<file path="src/rtl/psb_pkg.sv">
// Package for the positional sequence buffer.
// Holds the request and result types, field widths, request and status codes.
// No dependencies.
`default_nettype none

package psb_pkg;

	localparam int DEPTH = 16;
	localparam int VAL_W = 32;
	localparam int LEN_W = 5;
	localparam int IDX_W = $clog2(DEPTH);

	localparam logic [1:0] REQ_READ   = 2'd0;
	localparam logic [1:0] REQ_INSERT = 2'd1;
	localparam logic [1:0] REQ_REMOVE = 2'd2;

	localparam logic [1:0] ST_OK      = 2'd0;
	localparam logic [1:0] ST_BAD_POS = 2'd1;
	localparam logic [1:0] ST_FULL    = 2'd2;

	typedef struct packed {
		logic [1:0]              req_type;
		logic [LEN_W-1:0]        position;
		logic signed [VAL_W-1:0] value;
	} req_t;

	typedef struct packed {
		logic signed [VAL_W-1:0] item_value;
		logic [LEN_W-1:0]        length;
		logic [1:0]              status;
	} rsp_t;

	// what every cell of the row does this cycle
	typedef enum logic [1:0] {
		CELL_HOLD,
		CELL_INSERT,
		CELL_REMOVE
	} cell_op_t;

	typedef struct packed {
		cell_op_t                op;
		logic signed [VAL_W-1:0] new_value;
	} cell_ctl_t;

endpackage

`default_nettype wire

</file>
<file path="src/rtl/psb_cell.sv">
// One storage cell of the sequence row.
// Depends on psb_pkg for the control struct and widths.
`default_nettype none

module psb_cell (
	input  wire logic                          clk,
	input  wire psb_pkg::cell_ctl_t            ctl,
	input  wire logic                          sel,
	input  wire logic                          after_in,
	output logic                               after_out,
	input  wire logic signed [psb_pkg::VAL_W-1:0] left_val,
	input  wire logic signed [psb_pkg::VAL_W-1:0] right_val,
	output logic signed [psb_pkg::VAL_W-1:0]   val
);

	logic signed [psb_pkg::VAL_W-1:0] entry_q;
	logic signed [psb_pkg::VAL_W-1:0] entry_d;

	// high from the addressed cell onward
	assign after_out = after_in | sel;
	assign val       = entry_q;

	always_comb begin
		entry_d = entry_q;
		case (ctl.op)
			psb_pkg::CELL_INSERT: begin
				if (after_in) begin
					entry_d = left_val;
				end else if (sel) begin
					entry_d = ctl.new_value;
				end
			end
			psb_pkg::CELL_REMOVE: begin
				if (after_in | sel) begin
					entry_d = right_val;
				end
			end
			default: begin
				entry_d = entry_q;
			end
		endcase
	end

	always_ff @(posedge clk) begin
		entry_q <= entry_d;
	end

endmodule

`default_nettype wire

</file>
<file path="src/rtl/positional_sequence_buffer.sv">
// Top level of the positional sequence buffer: decode, length counter, cell row.
// Depends on psb_pkg and psb_cell.
`default_nettype none

// Usage
//   Request channel: drive request and raise start; the request is taken at
//   the rising edge where start is high and busy is low. busy never rises,
//   so a request can be taken every cycle.
//   Result channel: done pulses for exactly one cycle, in the cycle after the
//   request was taken, with result holding the value read or removed, the
//   length after the request and a status code. There is no back-pressure:
//   the receiver must take each result in the cycle it is shown.
//   Throughput is one request per cycle. It is set by the cell row: the
//   cells at and behind the addressed one update in parallel in the same
//   cycle, and a read is a single mux over the cells.
//   A bad position or an insert into a full buffer only reports a status;
//   the stored sequence and length stay as they were. Request type 3 does
//   nothing and reports ok.
//   Reset clears the length to zero and drops any pending result. Cell
//   contents are not reset; only entries below the length are ever read.
module positional_sequence_buffer (
	input  wire logic            clk,
	input  wire logic            arst_n,
	input  wire logic            start,
	output logic                 busy,
	input  wire psb_pkg::req_t   request,
	output logic                 done,
	output psb_pkg::rsp_t        result
);

	localparam logic [psb_pkg::LEN_W-1:0] FULL_LEN = psb_pkg::LEN_W'(psb_pkg::DEPTH);

	logic [psb_pkg::LEN_W-1:0] count_q;
	logic [psb_pkg::LEN_W-1:0] count_d;
	logic                      done_q;
	psb_pkg::rsp_t             rsp_q;
	psb_pkg::rsp_t             rsp_d;
	psb_pkg::cell_ctl_t        ctl;

	logic                      accept;
	logic                      pos_lt;
	logic                      pos_le;
	logic                      full;

	logic [psb_pkg::DEPTH-1:0] sel;
	logic [psb_pkg::DEPTH:0]   after_c;
	logic signed [psb_pkg::VAL_W-1:0] cell_val [psb_pkg::DEPTH];
	logic signed [psb_pkg::VAL_W-1:0] rd_val;

	// no request ever stalls, so busy is tied low
	assign busy   = 1'b0;
	assign accept = start & ~busy;

	assign pos_lt = request.position < count_q;
	assign pos_le = request.position <= count_q;
	assign full   = count_q == FULL_LEN;
	assign rd_val = cell_val[request.position[psb_pkg::IDX_W-1:0]];

	// one-hot position decode; positions past the row select no cell
	always_comb begin
		for (int i = 0; i < psb_pkg::DEPTH; i++) begin
			sel[i] = request.position == psb_pkg::LEN_W'(i);
		end
	end

	// request decode: status, returned value, next length, cell command
	always_comb begin
		count_d          = count_q;
		ctl.op           = psb_pkg::CELL_HOLD;
		ctl.new_value    = request.value;
		rsp_d.item_value = '0;
		rsp_d.status     = psb_pkg::ST_OK;
		unique case (request.req_type)
			psb_pkg::REQ_READ: begin
				if (pos_lt) begin
					rsp_d.item_value = rd_val;
				end else begin
					rsp_d.status = psb_pkg::ST_BAD_POS;
				end
			end
			psb_pkg::REQ_INSERT: begin
				if (!pos_le) begin
					rsp_d.status = psb_pkg::ST_BAD_POS;
				end else if (full) begin
					rsp_d.status = psb_pkg::ST_FULL;
				end else begin
					ctl.op  = accept ? psb_pkg::CELL_INSERT : psb_pkg::CELL_HOLD;
					count_d = count_q + 1'b1;
				end
			end
			psb_pkg::REQ_REMOVE: begin
				if (pos_lt) begin
					rsp_d.item_value = rd_val;
					ctl.op  = accept ? psb_pkg::CELL_REMOVE : psb_pkg::CELL_HOLD;
					count_d = count_q - 1'b1;
				end else begin
					rsp_d.status = psb_pkg::ST_BAD_POS;
				end
			end
			default: begin
				// unused request type: no effect
				rsp_d.status = psb_pkg::ST_OK;
			end
		endcase
		rsp_d.length = count_d;
	end

	// the row: after_c[i] is high for cells behind the addressed one
	assign after_c[0] = 1'b0;

	for (genvar g = 0; g < psb_pkg::DEPTH; g++) begin : g_cell
		logic signed [psb_pkg::VAL_W-1:0] left_v;
		logic signed [psb_pkg::VAL_W-1:0] right_v;

		// row ends: front cell never takes from the left, last cell's
		// right neighbor lies past the length and is never read
		if (g == 0) begin : g_front
			assign left_v = request.value;
		end else begin : g_mid_l
			assign left_v = cell_val[g-1];
		end
		if (g == psb_pkg::DEPTH-1) begin : g_back
			assign right_v = cell_val[g];
		end else begin : g_mid_r
			assign right_v = cell_val[g+1];
		end

		psb_cell u_cell (
			.clk       (clk),
			.ctl       (ctl),
			.sel       (sel[g]),
			.after_in  (after_c[g]),
			.after_out (after_c[g+1]),
			.left_val  (left_v),
			.right_val (right_v),
			.val       (cell_val[g])
		);
	end

	always_ff @(posedge clk or negedge arst_n) begin
		if (!arst_n) begin
			count_q <= '0;
			done_q  <= 1'b0;
		end else begin
			done_q <= accept;
			if (accept) begin
				count_q <= count_d;
			end
		end
	end

	// result payload, no reset needed
	always_ff @(posedge clk) begin
		if (accept) begin
			rsp_q <= rsp_d;
		end
	end

	assign done   = done_q;
	assign result = rsp_q;

endmodule

`default_nettype wire

</file>
<file path="config.mk">
export PLATFORM = sky130hd
export DESIGN_NAME = positional_sequence_buffer
export DESIGN_NICKNAME = d
export VERILOG_FILES = /design/src/rtl/psb_pkg.sv /design/src/rtl/psb_cell.sv /design/src/rtl/positional_sequence_buffer.sv
export SDC_FILE = /design/constraint.sdc
export NUM_CORES = 1
export LEC_CHECK = 0
export BUFFER_PORTS_ARGS = -buffer_cell sky130_fd_sc_hd__buf_2
export CAP_MARGIN = 20
export CORE_MARGIN = 2
export CORE_UTILIZATION = 46
export CTS_BUF_LIST = sky130_fd_sc_hd__clkbuf_8 sky130_fd_sc_hd__clkbuf_16
export CTS_CLUSTER_DIAMETER = 60
export DETAILED_ROUTE_END_ITERATION = 10
export GPL_TIMING_DRIVEN = 1
export PLACE_DENSITY = 0.71
export SYNTH_ARGS = -nofsm -noshare
export SYNTH_HDL_FRONTEND = slang
export SYNTH_SLANG_ARGS = --single-unit
</file>
<file path="constraint.sdc">
create_clock -name clk -period 8.7 [get_ports clk]
set_input_delay 0.87 -clock clk [delete_from_list [all_inputs] [get_ports clk]]
set_output_delay 0.87 -clock clk [all_outputs]
set_load 0.03 [all_outputs]
</file>
* Word level (Yosys, flattened, before mapping)
Cells that the tools add are included.
** Storage, ports and cells
- Input port bits :: 42
- Output and inout bits :: 41
- Bits in registers :: 557
- Word-level logic and storage cells :: 191
** Operators by class
- Bitwise logic cells :: 15
- Add/subtract/negate cells :: 2
- Equal/unequal tests :: 50
- Reductions and logical operators :: 22
- Mux-type cells :: 78
- Order comparisons :: 3
** Operator list (number)
- $mux 32 :: 48
- $pmux 32 s2 :: 15
- $bmux 32 s4 :: 1
- $reduce_and 3->1 :: 15
- $ne 3x1->1 const B :: 14
- $eq 5x4->1 const B :: 8
- $ne 2x1->1 const B :: 16
- $eq 5x3->1 const B :: 4
- $mux 5 :: 3
- $or 1x1->1 :: 14
- $eq 5x2->1 const B :: 2
- $pmux 5 s2 :: 1
- $mux 2 :: 4
- $pmux 2 s2 :: 2
- $add 5x1->5 const B :: 1
- $eq 5x1->1 const B :: 1
- $eq 5x5->1 const B :: 1
- $ge 5x5->1 const B :: 1
- $le 5x5->1 :: 1
- $logic_not 5->1 :: 1
- $lt 5x5->1 :: 1
- $not 4->5 :: 1
- $sub 5x1->5 const B :: 1
- $eq 2x1->1 const B :: 2
- 6 further kinds :: 12

* Longest topological paths before layout
- Depth in word-level cells :: 17
- Gate-level depth with buffers :: 19
- Mapped depth without buffers :: 10

* By module
A second synthesis with hierarchy kept.
** Unflattened totals
- Cells, all modules :: 2130
- Area total of the unflattened synthesis :: 38483.2 µm²
** By module, submodules not included
- psb_cell :: area each 2024.4 µm², instances 16, cells an instance 108, sequential area each 960.9 µm²
- positional_sequence_buffer :: area each 6092.1 µm², instances 1, cells an instance 402, sequential area each 1321.3 µm²

* Least setup slack after synthesis
No wires, ideal clock.
- Path type :: input port to flip-flop
- Start point :: input request[32] (netlist name)
- End point :: register g_cell[0].u_cell.entry_q (netlist bit g_cell[0].u_cell.val[0]), enable pin
- Arrival time :: 5327 ps
- Required time :: 8268 ps
- Buffers on the path :: 8
- Setup slack :: 2941 ps
- Stages on the path :: 18
- Setup time :: 432 ps
- Cell sequence :: buf_6 -> buf_6 -> buf_6 -> buf_2 -> inv_1 -> ha_1 -> nor2b_1 -> o31ai_1 -> a22o_1 -> buf_2 -> and3_1 -> inv_1 -> ha_1 -> clkbuf_1 -> or2_2 -> clkbuf_1 -> clkbuf_1 -> a21oi_1
** Between the ends
- Word-level cells in the longest chain between the ends :: 6
** Ends and longest elaborated chain
- start, declared :: line positional_sequence_buffer.sv:26 : input wire psb_pkg::req_t request,
- $lt 5x5->1 / $le 5x5->1 (equally long branches) :: line positional_sequence_buffer.sv:54, positional_sequence_buffer.sv:55
- $mux 2 / $mux 1 (equally long branches) :: line positional_sequence_buffer.sv:92, positional_sequence_buffer.sv:82
- $pmux 2 s2 :: line positional_sequence_buffer.sv:73 : unique case (request.req_type)
- $eq 2x2->1 / $eq 2x1->1 (equally long branches) :: line psb_cell.sv:25 : case (ctl.op)
- $ne 2x1->1 (no source line) / $reduce_bool 2->1 (equally long branches)
- $reduce_and 3->1 (no source line) (*)
- end signal, assigned :: line psb_cell.sv:45 : entry_q <= entry_d;
- end, declared :: line psb_cell.sv:16 : logic signed [psb_pkg::VAL_W-1:0] entry_q;
Every way passes the cells marked *; elsewhere a longest branch is shown, timed or not.
A chain may end at the register's enable or synchronous reset.

* Worst setup path in the final report
- Start point :: input request[35] (netlist name)
- End point :: register g_cell[0].u_cell.entry_q (netlist bit g_cell[0].u_cell.val[10]) (data pin)
** Between the ends
- Word-level cells in the longest chain between the ends :: 5
** Ends and longest elaborated chain
- $lt 5x5->1 / $le 5x5->1 (equally long branches) :: line positional_sequence_buffer.sv:54, positional_sequence_buffer.sv:55
- $mux 2 / $mux 1 (equally long branches) :: line positional_sequence_buffer.sv:92, positional_sequence_buffer.sv:82
- $pmux 2 s2 (*) :: line positional_sequence_buffer.sv:73
- $eq 2x2->1 / $eq 2x1->1 (equally long branches) :: line psb_cell.sv:25
- $pmux 32 s2 (*) :: line psb_cell.sv:25
- via g_cell[0].u_cell.entry_d (one bit) :: line psb_cell.sv:17 : logic signed [psb_pkg::VAL_W-1:0] entry_d;
The timed path passes the listed nets; every way through them passes the cells marked *.

==> results.py <==
metrics = {
    "outcome": {
        "outcome": "completed",
    },
    "power_and_ir_drop": {
        "vdd_ir_drop_max_v": 0.000137,
        "power_frac_comb_pct": 17.9,
        "seqPwrFrac_pct": 45.7,
        "internal_power_mw": 5.67,
        "p_sw_mw": 2.27,
        "clkPwrFrac_pct": 36.4,
        "leakage_nw": 11.7,
        "powerDensity_nw_per_um2": 227,
        "switching_share_pct": 28.6,
    },
    "route": {
        "viasPerCell": 6.29,
        "dr.pass1.iters": 6,
        "drtAntennaViolNets": 0,
        "drt_wl_total_um": 87600,
        "vias": 21700,
        "drc_errors": 0,
        "wl_per_cell_um": 25.4,
        "drtIter0Drc": 2715,
    },
    "timing": {
        "setup_tns_ns": 0,
        "slew_headroom_pct": 12.7,
        "whs_ns": 0.0924,
        "post-route-period-util_pct": 62.1,
        "worst_slew_pin_slew_ns": 1.31,
        "fin_crit_ns": 5.41,
        "max_freq_ghz": 0.185,
        "setup_violations": 0,
        "hold_violations": 0,
        "skew_ns": 0.0279,
        "drv_slew": 0,
        "rsz0062_at_grt": "no",
    },
    "setup_path": {
        "rr_worst_depth": 11,
        "r2r_slack_ns": 3.45,
        "critPathMaxFanout": 283,
        "r2r-end": "g_cell[0].u_cell.val[10]$_DFFE_PP_",
        "slowest_delay_ns": 0.80,
        "worstPathCellList": "buf_4 -> ha_1 -> o211a_1 -> o31a_1 -> nor2_1 -> nand3_1 -> inv_1 -> ha_4 -> buf_12 -> buf_4 -> mux2_2",
        "crit_path_frequent_cell": "buf_4",
        "critical_path_arrival_ns": 5.75,
        "cp_top_family": "buffers and inverters",
        "path_buf_inv": 4,
        "cp_slowest_cell": "buf_4",
        "worstSetupPathType": "in -> reg",
        "r2r_start": "count_q[2]$_DFFE_PN0P_",
        "critPathCaptureType": "flop",
        "cp-start-kind": "input port",
        "cp.required_ns": 9.04,
    },
    "finish": {
        "area_delta_synth_final_pct": 10.4,
        "final_nets": 2569,
        "layout-drive-gt1-share_pct": 18.7,
        "fill_cells": 5800,
    },
    "die": {
        "die_y_um": 267,
        "core-area_sq_um": 68500,
        "die_x_um": 267,
        "row_count": 96,
        "start_util_pct": 46.4,
        "dieArea_sq_um": 71100,
        "io_pins": 83,
    },
    "clock_tree": {
        "clk_pin_slew_ns": 0.05,
        "holdBufCountCts": 0,
        "clk_latency_ns": 0.61,
        "cts_buffers": 66,
        "cts_root_buffer": "clkbuf_16",
        "cts_tree": "done",
        "clockBufferDepth": 3,
        "htree_levels": 3,
        "clock_sinks": 557,
        "cts_resized": 0,
        "post_cts_buffers": 0,
    },
    "yosys": {
        "synth_area_sq_um": 31700,
        "syn_area_per_cell_sq_um": 12.4,
        "ys_seq_area_share_pct": 52.6,
        "ys_ff_latch": 557,
        "synth_cells": 2555,
        "async_flop_share_pct": 1.08,
        "synth.distinct_cells": 56,
        "synth_edf_count": 551,
        "synth_ff_type": "edfxtp_1",
        "yosys_warnings": 0,
        "synth_nets": 2611,
    },
    "run": {
        "drv_cap": 0,
    },
    "global_route": {
        "grt_max_degree": 284,
        "grt_pass1_wl_um": 133000,
        "grt_usage_pct": 24.6,
        "antenna_found_initial": 3,
        "grt_pass1_vias": 21500,
        "overflow": 0,
    },
    "placed_design": {
        "gp_congestion": 0.838,
        "io_buffers": 81,
        "detailed_place_hpwl_um": 50300,
    },
    "worst_hold_path": {
        "hold_path_class": "in -> async",
    },
}
sequential cells by signal, indices dropped and copies added, names as in the netlist:
name / flops
count_q: 5
done: 1
result: 39
g_cell.u_cell.val: 512
per-layer routing:
metal	GRT usage (%)	part of all wire, %	wire length (um)
met1	33.9	41	35900
met2	39.3	47	41400
met3	3.75	8.3	7300
met4	9.79	3.5	3080
met5	0	0.017	15
per-stage QoR:
step	total power [mW]	cell area, sq um	setup slack, ns	std cells	util, %
2_1_floorplan	4.55	31700	2.94	2555	-
3_3_place_gp	5.03	32800	2.96	3327	48.0
3_5_place_dp	5.08	32800	2.85	3327	48.0
4_1_cts	7.96	35100	3.50	3444	51.2
5_1_grt	8.21	35100	3.11	3445	51.2
6_report	7.94	35100	3.29	3445	51.2
final cells by class:
cell class / count / area, sq um / area share (%)
inverters: 26 / 97.6 / 0.278
diodes: 1 / 2.50 / 0.00714
clock inverters: 49 / 523 / 1.49
well taps: 882 / 1100 / 3.15
clock buffers: 68 / 1700 / 4.85
flip-flops and latches: 557 / 16700 / 47.6
multi-input cells: 1738 / 14100 / 40.3
repair buffers: 124 / 796 / 2.27
layout by cell type, fill, tap and decap left out, types with 4 or more instances in the layout:
master	Yosys	layout
a21oi_1	22	7
a21oi_4	2	20
buf_12	0	4
buf_2	51	78
buf_4	24	40
bufinv_16	0	11
clkbuf_16	0	68
clkinv_1	0	14
clkinv_2	0	9
dfrtp_1	6	6
edfxtp_1	551	551
ha_1	14	13
inv_1	26	35
mux2_2	64	64
mux2i_1	448	448
mux4_2	160	160
nand2_1	456	454
nand3_1	9	9
nor2_1	16	14
nor2_4	1	5
nor2b_1	34	33
nor3_1	5	5
o21ai_0	397	396
o21ai_1	59	59
synthesized netlist by cell type, types with 4 or more instances:
cell	n	area [sq um]
edfxtp_1	551	16500
nand2_1	456	1710
mux2i_1	448	4480
o21ai_0	397	1990
mux4_2	160	3600
clkbuf_1	152	571
mux2_2	64	721
o21ai_1	59	295
buf_2	51	255
nor2b_1	34	213
inv_1	26	97.6
buf_4	24	180
a21oi_1	22	110
nor2_1	16	60.1
ha_1	14	175
nand3_1	9	45.0
dfrtp_1	6	150
nor3_1	5	25.0
buf_6	4	45.0
cells by family after synthesis:
group | synth area share [%]
mux | 27.7
compound gates | 8.50
other cells | 0.0118
buf+inv | 3.69
flops | 52.6
simple gates | 6.86
fa+ha+maj | 0.552
xor+xnor | 0.0552
how the worst max path moves through the flow:
| stage | end | start | slack (ns) | depth (start not counted) |
|---|---|---|---|---|
| floorplan | g_cell[0].u_cell.val[0]$_DFFE_PP_ | request[32] | 2.94 | 18 |
| global placement | g_cell[0].u_cell.val[23]$_DFFE_PP_ | request[35] | 2.96 | 11 |
| detailed placement | g_cell[0].u_cell.val[23]$_DFFE_PP_ | request[35] | 2.85 | 11 |
| CTS | g_cell[0].u_cell.val[23]$_DFFE_PP_ | request[35] | 3.50 | 11 |
| global route | g_cell[0].u_cell.val[23]$_DFFE_PP_ | request[35] | 3.11 | 11 |
| finish | g_cell[0].u_cell.val[10]$_DFFE_PP_ | request[35] | 3.29 | 11 |
power groups by stage:
stage,registers [mW],logic [mW],clock network [mW]
after floorplan,3.66,0.893,0
after global placement,3.66,1.37,0
after detailed placement,3.67,1.41,0
after CTS,3.62,1.41,2.93
after global routing,3.66,1.51,3.04
final,3.63,1.42,2.89
Note: power is estimated with default switching activity, not from simulation.
